`config.mk`:
```
export PLATFORM = sky130hd
export DESIGN_NAME = integer_to_ascii_formatter_unit
export DESIGN_NICKNAME = d
export VERILOG_FILES = /design/src/hdl/i2a_pkg.sv /design/src/hdl/integer_to_ascii_formatter_unit.sv /design/src/hdl/i2a_cell.sv /design/src/hdl/i2a_chain.sv
export SDC_FILE = /design/constraint.sdc
export NUM_CORES = 1
export LEC_CHECK = 0
export ABC_CLOCK_PERIOD_IN_PS = 8800
export BUFFER_PORTS_ARGS = -buffer_cell sky130_fd_sc_hd__buf_2
export CELL_PAD_IN_SITES_DETAIL_PLACEMENT = 0
export CELL_PAD_IN_SITES_GLOBAL_PLACEMENT = 2
export CORE_MARGIN = 2
export CORE_UTILIZATION = 40
export CTS_CLUSTER_SIZE = 24
export DETAILED_ROUTE_END_ITERATION = 10
export MAX_ROUTING_LAYER = met4
export PLACE_DENSITY = 0.88
export SLEW_MARGIN = 30
export SYNTH_ARGS = -nofsm -noshare
export SYNTH_HDL_FRONTEND = slang
export SYNTH_SLANG_ARGS = --single-unit
```
`constraint.sdc`:
```
create_clock -name clk -period 8.8 [get_ports clk]
set_input_delay 1.76 -clock clk [delete_from_list [all_inputs] [get_ports clk]]
set_output_delay 1.76 -clock clk [all_outputs]
set_load 0.005 [all_outputs]
```
`src/hdl/i2a_pkg.sv`:
```
// ----------------------------------------------------------------------------
// i2a_pkg
// Shared types, operation codes and character helpers for the integer to
// ascii formatter.
// ----------------------------------------------------------------------------
`default_nettype none

package i2a_pkg;

  // default depth of the digit chain
  localparam int DEF_MAX_DIGITS = 20;

  // binary widths shifted into the chain
  localparam int WORD_BITS   = 32;
  localparam int PTR_BITS    = 64;
  localparam int SHIFT_CNT_W = $clog2(PTR_BITS + 1);

  // operation codes
  localparam logic [2:0] OP_SIGNED_DEC   = 3'd0;
  localparam logic [2:0] OP_UNSIGNED_DEC = 3'd1;
  localparam logic [2:0] OP_HEX_LOWER    = 3'd2;
  localparam logic [2:0] OP_HEX_UPPER    = 3'd3;
  localparam logic [2:0] OP_POINTER      = 3'd4;

  // ascii codes
  localparam logic [7:0] CH_ZERO    = 8'h30;
  localparam logic [7:0] CH_MINUS   = 8'h2D;
  localparam logic [7:0] CH_X       = 8'h78;
  localparam logic [7:0] CH_LOWER_A = 8'h61;
  localparam logic [7:0] CH_UPPER_A = 8'h41;

  // input transaction
  typedef struct packed {
    logic [2:0]  operation;
    logic [63:0] value;
  } req_t;

  // output transaction
  typedef struct packed {
    logic [7:0]  character;
    logic        is_last;
    logic [31:0] char_count;
  } rsp_t;

  // control broadcast to every digit cell
  typedef struct packed {
    logic clear;
    logic bit_shift;
    logic digit_shift;
    logic decimal;
  } cell_ctrl_t;

  // digit value to ascii character
  function automatic logic [7:0] digit_char(input logic [3:0] d, input logic upper);
    logic [7:0] wide;
    wide = {4'b0000, d};
    if (d < 4'd10) begin
      return CH_ZERO + wide;
    end else if (upper) begin
      return CH_UPPER_A + wide - 8'd10;
    end else begin
      return CH_LOWER_A + wide - 8'd10;
    end
  endfunction

endpackage

`default_nettype wire

```
`src/hdl/integer_to_ascii_formatter_unit.sv`:
```
// ----------------------------------------------------------------------------
// integer_to_ascii_formatter_unit
// Formats one integer as signed/unsigned decimal, hex or pointer text and
// streams the characters most significant first.
// ----------------------------------------------------------------------------
// One transaction is taken at a time. After acceptance the value is shifted
// one bit per cycle into a chain of digit cells (double dabble for decimal,
// plain shift for hex): 32 bits for 32-bit operations, 64 for pointer. A
// leading '-' or "0x" follows, then the chain shifts digits out of its top
// cell, dropping leading zeros at one per cycle and sending one character per
// cycle while the output is not stalled. The last character of each value
// carries is_last, and char_count is a running total that wraps at 2^32.
// Operation codes above four are accepted and produce no text.
// ----------------------------------------------------------------------------
`default_nettype none

module integer_to_ascii_formatter_unit
  import i2a_pkg::*;
#(
  parameter int MAX_DIGITS = DEF_MAX_DIGITS
) (
  input  wire logic clk,
  input  wire logic rst,
  input  wire logic req_valid,
  output      logic req_ready,
  input  wire req_t req,
  output      logic rsp_valid,
  input  wire logic rsp_ready,
  output      rsp_t rsp
);

  localparam int REMAIN_W = $clog2(MAX_DIGITS + 1);

  typedef enum logic [5:0] {
    S_IDLE   = 6'b000001,
    S_CONV   = 6'b000010,
    S_SIGN   = 6'b000100,
    S_PFX0   = 6'b001000,
    S_PFX1   = 6'b010000,
    S_DIGITS = 6'b100000
  } state_t;

  state_t                 state, state_next;
  logic [SHIFT_CNT_W-1:0] shift_cnt, shift_cnt_next;
  logic [PTR_BITS-1:0]    shreg, shreg_next;
  logic [REMAIN_W-1:0]    remain, remain_next;
  logic                   started, started_next;
  logic                   negative, pointer, upper, decimal;
  logic [31:0]            emitted;

  cell_ctrl_t             ctrl;
  logic [3:0]             top_digit;
  logic                   chain_ovf;

  logic                   accept;
  logic                   op_ok;
  logic                   neg_in;
  logic [WORD_BITS-1:0]   mag_low;
  logic                   can_load;
  logic                   load;
  logic [7:0]             load_char;
  logic                   load_last;

  // input decode
  assign req_ready = (state == S_IDLE);
  assign accept    = req_valid && req_ready;
  assign op_ok     = (req.operation <= OP_POINTER);
  assign neg_in    = (req.operation == OP_SIGNED_DEC) && req.value[WORD_BITS-1];
  assign mag_low   = neg_in ? (~req.value[WORD_BITS-1:0] + WORD_BITS'(1))
                            : req.value[WORD_BITS-1:0];
  assign can_load  = !rsp_valid || rsp_ready;

  // digit chain
  i2a_chain #(
    .MAX_DIGITS (MAX_DIGITS)
  ) u_chain (
    .clk       (clk),
    .ctrl      (ctrl),
    .bit_in    (shreg[PTR_BITS-1]),
    .top_digit (top_digit),
    .overflow  (chain_ovf)
  );

  // sequencer
  always_comb begin
    state_next     = state;
    shift_cnt_next = shift_cnt;
    shreg_next     = shreg;
    remain_next    = remain;
    started_next   = started;
    load           = 1'b0;
    load_char      = CH_ZERO;
    load_last      = 1'b0;
    ctrl           = '0;
    ctrl.decimal   = decimal;
    case (state)
      S_IDLE: begin
        if (accept && op_ok) begin
          ctrl.clear   = 1'b1;
          remain_next  = REMAIN_W'(MAX_DIGITS);
          started_next = 1'b0;
          if (req.operation == OP_POINTER) begin
            shreg_next     = req.value;
            shift_cnt_next = SHIFT_CNT_W'(PTR_BITS);
          end else begin
            shreg_next     = {mag_low, {(PTR_BITS-WORD_BITS){1'b0}}};
            shift_cnt_next = SHIFT_CNT_W'(WORD_BITS);
          end
          state_next = S_CONV;
        end
      end
      S_CONV: begin
        ctrl.bit_shift = 1'b1;
        shreg_next     = {shreg[PTR_BITS-2:0], 1'b0};
        shift_cnt_next = shift_cnt - SHIFT_CNT_W'(1);
        if (shift_cnt == SHIFT_CNT_W'(1)) begin
          if (negative) begin
            state_next = S_SIGN;
          end else if (pointer) begin
            state_next = S_PFX0;
          end else begin
            state_next = S_DIGITS;
          end
        end
      end
      S_SIGN: begin
        if (can_load) begin
          load       = 1'b1;
          load_char  = CH_MINUS;
          state_next = S_DIGITS;
        end
      end
      S_PFX0: begin
        if (can_load) begin
          load       = 1'b1;
          load_char  = CH_ZERO;
          state_next = S_PFX1;
        end
      end
      S_PFX1: begin
        if (can_load) begin
          load       = 1'b1;
          load_char  = CH_X;
          state_next = S_DIGITS;
        end
      end
      S_DIGITS: begin
        if (!started && (top_digit == 4'd0) && (remain != REMAIN_W'(1))) begin
          // drop a leading zero
          ctrl.digit_shift = 1'b1;
          remain_next      = remain - REMAIN_W'(1);
        end else if (can_load) begin
          load             = 1'b1;
          load_char        = digit_char(top_digit, upper);
          load_last        = (remain == REMAIN_W'(1));
          ctrl.digit_shift = 1'b1;
          remain_next      = remain - REMAIN_W'(1);
          started_next     = 1'b1;
          if (remain == REMAIN_W'(1)) begin
            state_next = S_IDLE;
          end
        end
      end
      default: begin
        state_next = S_IDLE;
      end
    endcase
  end

  // control registers
  always_ff @(posedge clk) begin
    if (rst) begin
      state <= S_IDLE;
    end else begin
      state <= state_next;
    end
  end

  // working registers
  always_ff @(posedge clk) begin
    shift_cnt <= shift_cnt_next;
    shreg     <= shreg_next;
    remain    <= remain_next;
    started   <= started_next;
    if (accept) begin
      negative <= neg_in;
      pointer  <= (req.operation == OP_POINTER);
      upper    <= (req.operation == OP_HEX_UPPER);
      decimal  <= (req.operation == OP_SIGNED_DEC) || (req.operation == OP_UNSIGNED_DEC);
    end
  end

  // output register and running count
  always_ff @(posedge clk) begin
    if (rst) begin
      rsp_valid <= 1'b0;
      emitted   <= 32'd0;
    end else begin
      if (load) begin
        rsp_valid <= 1'b1;
        emitted   <= emitted + 32'd1;
      end else if (rsp_ready) begin
        rsp_valid <= 1'b0;
      end
    end
  end

  always_ff @(posedge clk) begin
    if (load) begin
      rsp.character  <= load_char;
      rsp.is_last    <= load_last;
      rsp.char_count <= emitted + 32'd1;
    end
  end

  // no bit may leave the top of the chain during conversion
  a_no_overflow: assert property (@(posedge clk) disable iff (rst)
    (state == S_CONV) |-> !chain_ovf)
    else $error("digit chain overflow during conversion");

  // the final character of a value returns the sequencer to idle
  a_last_ends: assert property (@(posedge clk) disable iff (rst)
    (load && load_last) |=> (state == S_IDLE))
    else $error("last character did not end the transaction");

  // the count steps by one for each character
  a_count_step: assert property (@(posedge clk) disable iff (rst)
    load |=> (emitted == $past(emitted) + 32'd1))
    else $error("character count did not step by one");

  // digits remain while in the output phase
  a_remain_nonzero: assert property (@(posedge clk) disable iff (rst)
    (state == S_DIGITS) |-> (remain != '0))
    else $error("digit phase with no digits left");

  // a loaded character never overwrites one still waiting
  a_no_overwrite: assert property (@(posedge clk) disable iff (rst)
    load |-> (!rsp_valid || rsp_ready))
    else $error("output register overwritten");

endmodule

`default_nettype wire

```
`src/hdl/i2a_cell.sv`:
```
// ----------------------------------------------------------------------------
// i2a_cell
// One digit of the conversion chain: a 4-bit digit with add-3 correction for
// decimal, bit shift toward the next digit, and whole-digit shift for output.
// ----------------------------------------------------------------------------
`default_nettype none

module i2a_cell
  import i2a_pkg::*;
(
  input  wire logic       clk,
  input  wire cell_ctrl_t ctrl,
  input  wire logic       carry_in,
  input  wire logic [3:0] digit_in,
  output      logic [3:0] digit,
  output      logic       carry_out
);

  logic [3:0] corrected;

  // add 3 when a decimal digit would reach ten after doubling
  always_comb begin
    if (ctrl.decimal && (digit >= 4'd5)) begin
      corrected = digit + 4'd3;
    end else begin
      corrected = digit;
    end
  end

  assign carry_out = corrected[3];

  // digit register
  always_ff @(posedge clk) begin
    if (ctrl.clear) begin
      digit <= 4'd0;
    end else if (ctrl.bit_shift) begin
      digit <= {corrected[2:0], carry_in};
    end else if (ctrl.digit_shift) begin
      digit <= digit_in;
    end
  end

endmodule

`default_nettype wire

```
`src/hdl/i2a_chain.sv`:
```
// ----------------------------------------------------------------------------
// i2a_chain
// Row of digit cells, least significant at index 0. Bits enter at the bottom
// during conversion; digits move toward the top during output.
// ----------------------------------------------------------------------------
`default_nettype none

module i2a_chain
  import i2a_pkg::*;
#(
  parameter int MAX_DIGITS = DEF_MAX_DIGITS
) (
  input  wire logic       clk,
  input  wire cell_ctrl_t ctrl,
  input  wire logic       bit_in,
  output      logic [3:0] top_digit,
  output      logic       overflow
);

  logic [3:0] digits [MAX_DIGITS];
  logic       carry  [MAX_DIGITS];

  // cells linked by carry bits and digit paths
  for (genvar i = 0; i < MAX_DIGITS; i++) begin : g_cell
    if (i == 0) begin : g_first
      i2a_cell u_cell (
        .clk       (clk),
        .ctrl      (ctrl),
        .carry_in  (bit_in),
        .digit_in  (4'd0),
        .digit     (digits[i]),
        .carry_out (carry[i])
      );
    end else begin : g_rest
      i2a_cell u_cell (
        .clk       (clk),
        .ctrl      (ctrl),
        .carry_in  (carry[i-1]),
        .digit_in  (digits[i-1]),
        .digit     (digits[i]),
        .carry_out (carry[i])
      );
    end
  end

  assign top_digit = digits[MAX_DIGITS-1];
  assign overflow  = carry[MAX_DIGITS-1];

endmodule

`default_nettype wire
```
==> results.py, run 1 <==
metrics = {
    "critical_path": {
        "cp-startpoint": "state[2]$_SDFFE_PP0P_",
        "reg2reg_depth": 6,
        "start_kind": "flop",
        "worst-endpoint-required_ns": 7.04,
        "path_class": "flop to output port",
        "path_cells": "or4_1, nor3_2, buf_2",
        "cp-end-kind": "output port",
        "critical-path-max-stage-delay_ns": 0.60,
        "crit_cells": 3,
        "critPathTopFamily": "simple AND/OR/NAND/NOR gates",
        "cp.arrival_ns": 2.28,
        "path_max_fanout": 13,
        "r2r_start": "state[2]$_SDFFE_PP0P_",
        "crit_slowest_cell": "or4_1",
        "critPathBufInv": 1,
    },
    "sta": {
        "relSlewSlack_pct": 40.6,
        "tns_ns": 0,
        "hold_viol": 0,
        "fmax_mhz": 248,
        "worstMarginPinSlew_ns": 0.890,
        "final-max-slew-violation-count": 0,
        "finalCriticalPeriod_ns": 4.04,
        "rsz0062_at_grt": "false",
        "finalClockSkew_ns": 0.0225,
        "fin_crit_sh_pct": 45.9,
        "finalSetupViolCount": 0,
    },
    "cts": {
        "cts_sinks": 240,
        "clock_path_buffers": 3,
        "clk_pin_slew_ns": 0.06,
        "htree_levels": 1,
        "cts-root-buf": "clkbuf_16",
        "ctsHoldBuffers": 0,
        "post_cts_buffers": 0,
        "post_cts_resized": 0,
        "cts_tree": "built",
        "worstSkewPairLatency_ns": 0.56,
        "cts_buffers": 29,
    },
    "floorplanning": {
        "pin_count": 114,
        "initial_utilization_pct": 40.7,
        "dieArea_sq_um": 36600,
        "dieWidth_microns": 191,
        "fp.dieH_microns": 191,
        "rows": 68,
        "core-area_sq_um": 34500,
    },
    "logic_synthesis": {
        "synth_area_per_cell_sq_um": 8.64,
        "synthDistinctLibCells": 62,
        "synth_seq_area_share_pct": 42.8,
        "synth_edf_count": 121,
        "syn_inst": 1625,
        "synth-seq-cells": 240,
        "syn_area_sq_um": 14000,
        "syn_nets": 1743,
        "yosys_most_used_dff": "edfxtp_1",
        "yosys_warnings": 0,
        "synth_top_area_cell": "edfxtp_1",
        "ys_top_cells_by_area": "edfxtp_1 26%, dfxtp_1 17%, nand2_1 7.1%, ha_1 4.2%, nand3_1 3.7%",
        "synthArstFlopShare_pct": 0,
        "yosysTopAreaCellShare_pct": 25.9,
    },
    "grt": {
        "grt_max_degree": 91,
        "grt_pass1_vias": 11400,
        "met1_usage_pct": 26.8,
        "grt_busiest_layer": "met2",
        "use_met2_pct": 32.7,
        "overflow": 0,
        "grt_pass1_wl_mm": 58.7,
        "met3_usage_pct": 2.37,
        "grt_antenna_before_repair": 0,
        "gr-usage-all-layers_pct": 20.0,
    },
    "routing": {
        "drc": 0,
        "drt_first_pass_iters": 6,
        "ant_nets": 0,
        "drt-initial-drc-count": 685,
        "vias": 12000,
        "routed_wl_mm": 35.6,
        "wl_per_cell_microns": 16.6,
        "vias_per_cell": 5.59,
    },
    "power": {
        "p_leak_uw": 0.00606,
        "swShare_pct": 26.5,
        "max-vdd-ir-drop_mv": 0.154,
        "seqPwrFrac_pct": 44.6,
        "p_clk_share_pct": 42.8,
        "p_int_uw": 2180,
        "combPwrFrac_pct": 12.7,
        "power_density_nw_per_um2": 186,
        "switchingPower_uw": 785,
    },
    "layout": {
        "drive_gt1_share_pct": 12.9,
        "fin_area_sq_um": 15900,
        "fin_nets": 1786,
        "area_growth_pct": 13.4,
        "diodes": 0,
        "fillers": 3424,
    },
    "placed_design": {
        "postPlaceCellArea_sq_um": 14900,
        "gp_congestion": 0.818,
        "port_buffers": 112,
        "hpwl_mm": 22.7,
    },
    "run": {
        "drv_cap": 0,
    },
    "run_status": {
        "status": "finished clean",
    },
    "hold_path": {
        "worstHoldStart": "emitted[1]$_SDFFE_PP0P_",
        "min_path_type": "flop to flop",
        "holdPathStages": 2,
    },
}
synth_stat cells, types with 5 or more instances:
cell type  number
nand2_1       266
edfxtp_1      121
dfxtp_1       119
nand3_1       103
clkbuf_1       98
o21ai_0        86
a21oi_1        84
nor2_1         74
inv_1          67
a21o_1         58
ha_1           47
a31oi_1        43
nand2b_1       43
xnor2_1        37
xor2_1         37
mux2i_1        35
nor3_1         29
a311oi_1       23
o22ai_1        23
o211ai_1       22
a31o_2         20
nor4_1         19
o31ai_1        18
nand3b_1       17
or3_1          16
or4_1          16
nand4_1        12
a211oi_1        9
and3_1          8
buf_1           8
nor2b_1         7
a221oi_1        5
buf_2           5
flip-flops by register name, indices dropped and copies added, names as in the netlist:
signal / count
started: 1
shift_cnt: 7
u_chain.g_cell.g_first.u_cell.digit: 4
rsp: 40
negative: 1
rsp_valid: 1
shreg: 64
remain: 5
pointer: 1
upper: 1
decimal: 1
u_chain.g_cell.g_rest.u_cell.digit: 76
state: 6
emitted: 32
routing by layer:
metal  share of wire (%)  vias up
li1                    -     5965
met1                  48     5760
met2                  46      225
met3                 4.1       38
met4                 1.4        0
met5                   0        -
worst min-delay path, delay by kind of cell, from the launching register on:
family          cells  cell delay, ns
simple gates        1            0.06
compound gates      1            0.05
flops               1            0.32
kinds of logic after synthesis:
family	count (synthesis)	share of synthesized area (%)
mux	39	2.82
simple gates	634	21.6
flops	240	42.8
xor+xnor	74	4.62
compound gates	410	19.0
other cells	1	0.0267
buf+inv	180	4.94
fa+ha+maj	47	4.19
area by class of cell:
| cell class | count | area, sq um | share of cell area, % |
|---|---|---|---|
| Multi-Input combinational cell | 1205 | 7380 | 46.4 |
| Sequential cell | 240 | 6020 | 37.8 |
| Clock buffer | 40 | 827 | 5.19 |
| Timing Repair Buffer | 125 | 686 | 4.31 |
| Tap cell | 455 | 569 | 3.57 |
| Inverter | 67 | 253 | 1.59 |
| Clock inverter | 14 | 193 | 1.21 |
final timing paths:
| check | to | slack [ns] |
|---|---|---|
| setup / recovery | req_ready | 4.76 |
| hold reg to reg | emitted[1]$_SDFFE_PP0P_ | 0.48 |
| hold / removal | emitted[1]$_SDFFE_PP0P_ | 0.48 |
| setup reg to reg | shreg[56]$_DFFE_PP_ | 5.44 |
per-stage QoR:
stage	power, uW	hold slack [ns]	setup WS [ns]	utilization (%)	instances
floorplan	1610	0.452	4.70	-	1625
global placement	1710	0.459	4.00	43.0	2091
detailed placement	1720	0.468	4.27	43.0	2091
CTS	3000	0.477	4.44	46.0	2145
global route	3110	0.511	4.64	46.1	2146
finish	2970	0.476	4.76	46.1	2146
power by group through the flow:
stage          registers, uW  logic (uW)  clock network (uW)
3_5_place_dp            1340         376                   0
3_3_place_gp            1340         367                   0
4_1_cts                 1320         378                1300
2_1_floorplan           1320         287                   0
6_report                1320         376                1270
5_1_grt                 1330         429                1350
cell usage in the layout, fill, tap and decap left out, types with 9 or more instances in the layout:
master / synthesis / routed
dfxtp_1: 119 / 119
nor3_1: 29 / 28
or3_1: 16 / 16
edfxtp_1: 121 / 121
buf_2: 5 / 112
or4_1: 16 / 16
nand3b_1: 17 / 17
xnor2_1: 37 / 37
a211oi_1: 9 / 9
xor2_1: 37 / 37
mux2i_1: 35 / 35
o21ai_0: 86 / 86
nand3_1: 103 / 103
o22ai_1: 23 / 23
a21oi_1: 84 / 84
a31oi_1: 43 / 43
nand2_1: 266 / 264
inv_1: 67 / 65
o211ai_1: 22 / 22
a21o_1: 58 / 57
a31o_2: 20 / 20
ha_1: 47 / 47
nor2_1: 74 / 74
a311oi_1: 23 / 23
nor4_1: 19 / 18
clkbuf_16: 0 / 29
o31ai_1: 18 / 18
nand4_1: 12 / 12
buf_4: 1 / 10
nand2b_1: 43 / 43
No activity file was read; power rests on OpenSTA's default activity.
==> inputs of run 2 (changes only) <==
ABC_CLOCK_PERIOD_IN_PS = 3400   (was 8800)
CORE_UTILIZATION = 34   (was 40)
PLACE_DENSITY = 0.8   (was 0.88)
clock period = 3.4 ns   (was 8.8 ns; I/O delays follow)
==> run 2 against run 1 <==
Compared with the run above: setup slack got worse by 4.4 ns; utilization down 6.2 points; sequential power rose to 2.6 times the previous value; sequential share of layout area is 0.87 points lower; critical path type is now flop to flop; critical endpoint is now emitted[20]$_SDFFE_PP0P_.
==> results.py, run 2 (synthesized netlist as in run 1, its figures left out) <==
metrics = {
    "floorplanning": {
        "fp.dieH_microns": 207,
        "rows": 74,
        "pin_count": 114,
        "dieArea_sq_um": 42900,
        "core-area_sq_um": 40800,
        "dieWidth_microns": 207,
        "initial_utilization_pct": 34.4,
    },
    "critical_path": {
        "worst-endpoint-required_ns": 3.86,
        "cp-end-kind": "flop",
        "path_max_fanout": 22,
        "cp.arrival_ns": 3.49,
        "start_kind": "flop",
        "critical-path-max-stage-delay_ns": 0.50,
        "critPathTopFamily": "compound AO/OA/AOI/OAI gates",
        "path_class": "flop to flop",
        "crit_slowest_cell": "or4b_4",
        "path_cells": "inv_1, ha_1, or4b_4, a2111o_1, a21o_2, inv_2, nand4_1, mux2_2",
        "critPathBufInv": 2,
    },
    "sta": {
        "final-max-slew-violation-count": 0,
        "fin_crit_sh_pct": 89.1,
        "finalClockSkew_ns": 0.0259,
        "fmax_mhz": 330,
        "hold_viol": 0,
        "rsz0062_at_grt": "false",
        "tns_ns": 0,
        "finalSetupViolCount": 0,
        "relSlewSlack_pct": 40.7,
        "worstMarginPinSlew_ns": 0.890,
        "finalCriticalPeriod_ns": 3.03,
        "timing.hold.ws_ns": 0.426,
    },
    "power": {
        "power_density_nw_per_um2": 484,
        "p_leak_uw": 0.00622,
        "p_total_uw": 7880,
        "max-vdd-ir-drop_mv": 0.393,
    },
    "placed_design": {
        "hpwl_mm": 24.4,
        "port_buffers": 112,
        "gp_congestion": 0.799,
        "dp.cells": 2196,
    },
    "cts": {
        "cts-root-buf": "clkbuf_16",
        "clock_path_buffers": 3,
        "cts_tree": "built",
        "cts_buffers": 30,
        "cts_sinks": 240,
        "clk_pin_slew_ns": 0.07,
        "htree_levels": 1,
        "worstSkewPairLatency_ns": 0.57,
    },
    "routing": {
        "drc": 0,
        "drt_first_pass_iters": 5,
        "vias": 12100,
        "ant_nets": 0,
        "wl_per_cell_microns": 16.4,
        "vias_per_cell": 5.37,
        "drt-initial-drc-count": 631,
        "routed_wl_mm": 37.0,
    },
    "grt": {
        "gr-usage-all-layers_pct": 17.5,
        "grt_pass1_wl_mm": 61.2,
        "grt_max_degree": 111,
        "overflow": 0,
        "grt_pass1_vias": 11800,
        "grt_antenna_before_repair": 1,
    },
    "run": {
        "drv_cap": 0,
    },
    "layout": {
        "top_regs": "u_chain.g_cell.g_rest.u_cell.digit (76), shreg (64), rsp (40)",
        "largest_register_ffs": 76,
        "area_growth_pct": 16.1,
        "fin_nets": 1814,
        "drive_gt1_share_pct": 14.0,
        "final_common_cell": "nand2_1",
        "final_cell_mix": "264 x nand2_1, 121 x edfxtp_1, 119 x dfxtp_1",
        "largest-register": "u_chain.g_cell.g_rest.u_cell.digit",
        "fin_cells": 2253,
    },
    "hold_path": {
        "min_path_type": "input port to flop",
    },
    "run_status": {
        "status": "finished clean",
    },
}
[run 2: changes by cell type in the layout (fill, tap and decap cells not counted), moves of 4 or more]
cell	delta
buf_12	+6
buf_4	+24
clkbuf_1	+4
clkbuf_8	-5
clkinv_2	-4
[run 2: path summary, 6_finish.rpt]
| check | slack, ns | from | to | depth (start not counted) |
|---|---|---|---|---|
| setup / recovery | 0.37 | remain[1]$_SDFFCE_PN0P_ | emitted[20]$_SDFFE_PP0P_ | 8 |
| hold / removal | 0.43 | req[66] | decimal$_DFFE_PP_ | 2 |
| setup reg to reg | 0.37 | remain[1]$_SDFFCE_PN0P_ | emitted[20]$_SDFFE_PP0P_ | 8 |
| hold reg to reg | 0.48 | emitted[1]$_SDFFE_PP0P_ | emitted[1]$_SDFFE_PP0P_ | 2 |
[run 2: worst register-to-register path, delay by kind of cell, from the launching register on]
family	cells	cell delay [ns]
buf+inv	2	0.54
mux	1	0.30
flops	1	0.38
fa+ha+maj	1	0.14
simple gates	2	0.70
compound gates	2	0.86
[run 2: layer usage]
layer  part of all wire, %  GRT usage, %  wire, microns
met1                    47          23.0          17600
met2                    46          28.4          17200
met3                   3.9          2.31           1430
met4                   2.3          4.66            855
met5                     0             -              0
[run 2: timing repair]
item,in CTS,in global routing
hold buffers,0,0
setup buffers,0,0
endpoints found under the setup margin,0,2
resized for setup,0,1
[run 2: cell type report]
type / instances / area, sq um
Antenna cell: 2 / 5.00
Tap cell: 532 / 666
Timing Repair Buffer: 152 / 936
Clock inverter: 14 / 241
Sequential cell: 240 / 6020
Inverter: 67 / 251
Fill cell: 4122 / 24500
Clock buffer: 41 / 823
Multi-Input combinational cell: 1205 / 7360
[run 2: report_power, final]
part / switching [uW] / internal, uW
logic: 593 / 416
registers: 175 / 3240
clock network: 1300 / 2150
[run 2: metrics by stage]
stage	setup slack [ns]	area, sq um	utilization [%]
finish	0.369	16300	39.9
global route	0.200	16300	39.9
CTS	0.252	16300	39.9
detailed placement	0.283	15200	37.3
global placement	0.314	15200	37.3
floorplan	0.250	14000	-
==> inputs of run 3 (changes only) <==
ABC_AREA = 1   (was not set)
CORE_UTILIZATION = 32   (was 34)
MAX_ROUTING_LAYER = not set   (was met4)
==> run 3 against run 2 <==
Compared with the run above: sequential share of layout area is 0.47 points lower; combinational power grew to 3.5 times the previous value; critical path depth stayed put; cell area is 1.3% higher; register-to-register slack better by 0.59 ns; cell count is 18% higher; critical endpoint is now u_chain.g_cell[7].g_rest.u_cell.digit[1]$_SDFFE_PP0P_; routed wire length is 6.4% higher; synthesized cell count is 20% higher; global-route usage is 0.65 points lower; highest routed layer unchanged; first-iteration DRC count is 28% higher; clock-buffer cell count stayed put; synthesized area is 2.1% higher.
==> results.py, run 3 <==
metrics = {
    "run_status": {
        "status": "finished clean",
    },
    "logic_synthesis": {
        "synth-seq-cells": 240,
        "synth_edf_count": 121,
        "yosysTopAreaCellShare_pct": 25.3,
        "syn_nets": 2076,
        "synth_area_per_cell_sq_um": 7.32,
        "synthArstFlopShare_pct": 0,
        "syn_area_sq_um": 14300,
        "synth_top_area_cell": "edfxtp_1",
        "synth_seq_area_share_pct": 42.0,
        "synth_common_cells": "516 x nand2_1, 248 x nor2_1, 209 x inv_1",
        "synthDistinctLibCells": 41,
        "yosys_warnings": 0,
        "yosys_most_used_dff": "edfxtp_1",
        "synth_most_common_cell": "nand2_1",
        "syn_inst": 1958,
        "ys_top_cells_by_area": "edfxtp_1 25%, dfxtp_1 17%, nand2_1 14%, nor2_1 6.5%, o21ai_0 6.4%",
    },
    "floorplanning": {
        "dieWidth_microns": 216,
        "pin_count": 114,
        "dieArea_sq_um": 46500,
        "rows": 77,
        "fp.dieH_microns": 216,
        "core-area_sq_um": 44200,
        "initial_utilization_pct": 32.4,
    },
    "critical_path": {
        "cp-end-kind": "flop",
        "worst-endpoint-required_ns": 3.91,
        "r2r-end": "u_chain.g_cell[7].g_rest.u_cell.digit[1]$_SDFFE_PP0P_",
        "path_cells": "nor2_1, and3_1, inv_2, a21oi_4, nand2_1, nand3_1, nand2_1, inv_1",
        "r2r_start": "state[0]$_SDFFE_PP1P_",
        "cp.arrival_ns": 2.95,
        "critical-path-max-stage-delay_ns": 0.64,
        "path_max_fanout": 17,
        "crit_cells": 8,
        "crit_path_end": "u_chain.g_cell[7].g_rest.u_cell.digit[1]$_SDFFE_PP0P_",
        "path_class": "flop to flop",
        "start_kind": "flop",
        "reg2reg_depth": 8,
        "cp-startpoint": "state[0]$_SDFFE_PP1P_",
        "rrSetupSlack_ns": 0.96,
        "cpMostUsedCell": "nand2_1",
        "critPathTopFamily": "simple AND/OR/NAND/NOR gates",
        "critPathBufInv": 2,
        "crit_slowest_cell": "and3_1",
    },
    "cts": {
        "cts_tree": "built",
        "post_cts_buffers": 0,
        "clk_pin_slew_ns": 0.06,
        "ctsHoldBuffers": 0,
        "cts-root-buf": "clkbuf_16",
        "htree_levels": 1,
        "cts_sinks": 240,
        "worstSkewPairLatency_ns": 0.57,
        "cts_buffers": 30,
        "clock_path_buffers": 3,
        "post_cts_resized": 0,
    },
    "sta": {
        "worstMarginPinSlew_ns": 0.817,
        "finalClockSkew_ns": 0.0196,
        "hold_viol": 0,
        "finalSetupViolCount": 0,
        "fmax_mhz": 409,
        "fin_crit_sh_pct": 71.9,
        "rsz0062_at_grt": "false",
        "relSlewSlack_pct": 45.5,
        "finalCriticalPeriod_ns": 2.44,
        "final-max-slew-violation-count": 0,
        "tns_ns": 0,
        "timing.hold.ws_ns": 0.382,
    },
    "routing": {
        "drt_first_pass_iters": 5,
        "drt-initial-drc-count": 807,
        "wl_per_cell_microns": 14.8,
        "ant_nets": 0,
        "vias_per_cell": 4.79,
        "drc": 0,
        "vias": 12800,
        "routed_wl_mm": 39.4,
    },
    "layout": {
        "fin_area_sq_um": 16500,
        "final_cell_mix": "514 x nand2_1, 248 x nor2_1, 209 x inv_1",
        "largest_register_ffs": 76,
        "final_common_cell": "nand2_1",
        "top_regs": "u_chain.g_cell.g_rest.u_cell.digit (76), shreg (64), rsp (40)",
        "finish.utilization_pct": 37.3,
        "drive_gt1_share_pct": 10.9,
        "area_growth_pct": 15.2,
        "diodes": 0,
        "largest-register": "u_chain.g_cell.g_rest.u_cell.digit",
        "fin_nets": 2165,
    },
    "grt": {
        "grt_pass1_vias": 12200,
        "grt_antenna_before_repair": 0,
        "gr-usage-all-layers_pct": 16.8,
        "overflow": 0,
        "grt_pass1_wl_mm": 64.7,
        "grt_max_degree": 87,
    },
    "power": {
        "p_leak_uw": 0.00715,
        "power_density_nw_per_um2": 695,
        "max-vdd-ir-drop_mv": 0.462,
        "p_total_uw": 11500,
    },
    "placed_design": {
        "gp_congestion": 0.796,
        "postPlaceCellArea_sq_um": 15500,
        "hpwl_mm": 26.4,
        "port_buffers": 112,
    },
    "run": {
        "drv_cap": 0,
    },
    "hold_path": {
        "min_path_type": "input port to flop",
        "worstHoldStart": "rst",
    },
}
## run 3: changes by cell type after synthesis, moves of 32 or more
cell,before,now
a21o_1,58,0
xnor2_1,37,5
nand3_1,103,145
nor2_1,74,248
nand2_1,266,516
buf_2,5,42
o21ai_0,86,183
clkbuf_1,98,21
a31oi_1,43,0
mux2i_1,35,0
nand2b_1,43,0
inv_1,67,209
## run 3: kinds of logic (layout without fill, tap and decap cells)
logic type	Yosys count	after routing	share of synthesized area [%]
and+or+nand+nor	976	976	28.4
xor gates and xnor gates	65	65	4.02
DFF	240	240	42.0
other	1	1	0.0262
buffers and inverters	298	411	8.76
adders and majority gates	47	47	4.10
AOI/OAI and AO/OA	331	331	12.8
## run 3: where the power goes
group / internal (uW) / switching [uW] / total [uW] / leakage, uW
Sequential: 3990 / 630 / 4620 / 0.00211
Combinational: 1260 / 2240 / 3500 / 0.00453
Clock: 2040 / 1320 / 3360 / 0.000504
## run 3: worst register-to-register path, stage by stage, from the launching register on
cell     delay [ns]
dfxtp_1        0.32
nor2_1         0.23
and3_1         0.65
inv_2          0.17
a21oi_4        0.64
nand2_1        0.15
nand3_1        0.12
nand2_1        0.05
inv_1          0.05
## run 3: metal layers
metal	routed length, microns	up-vias	track usage, %
li1	-	6588	-
met1	19800	5903	24.2
met2	17400	217	27.0
met3	1510	50	1.99
met4	743	0	3.63
met5	0	-	0
## run 3: stage by stage
step                      instances  setup WS, ns
after global routing           2663         0.692
after detailed placement       2607         0.865
final                          2663         0.956
after floorplan                1958        0.0512
after CTS                      2663         0.935
after global placement         2605         0.881
## run 3: how the worst min path moves through the flow
stage	end	slack, ns	depth (start not counted)
after floorplan	u_chain.g_cell[0].g_first.u_cell.digit[0]$_SDFFE_PP0P_	0.46	2
after global placement	u_chain.g_cell[0].g_first.u_cell.digit[0]$_SDFFE_PP0P_	0.48	2
after detailed placement	u_chain.g_cell[0].g_first.u_cell.digit[0]$_SDFFE_PP0P_	0.48	2
after CTS	state[4]$_SDFFE_PP0P_	0.34	2
after global routing	state[5]$_SDFFE_PP0P_	0.37	2
final	state[4]$_SDFFE_PP0P_	0.38	2
## run 3: layout make-up
type / count / area (sq um)
flip-flops and latches: 240 / 6020
clock buffers: 41 / 843
well taps: 592 / 741
fillers: 4690 / 27700
repair buffers: 140 / 828
clock inverters: 15 / 191
multi-input cells: 1420 / 7080
inverters: 215 / 810
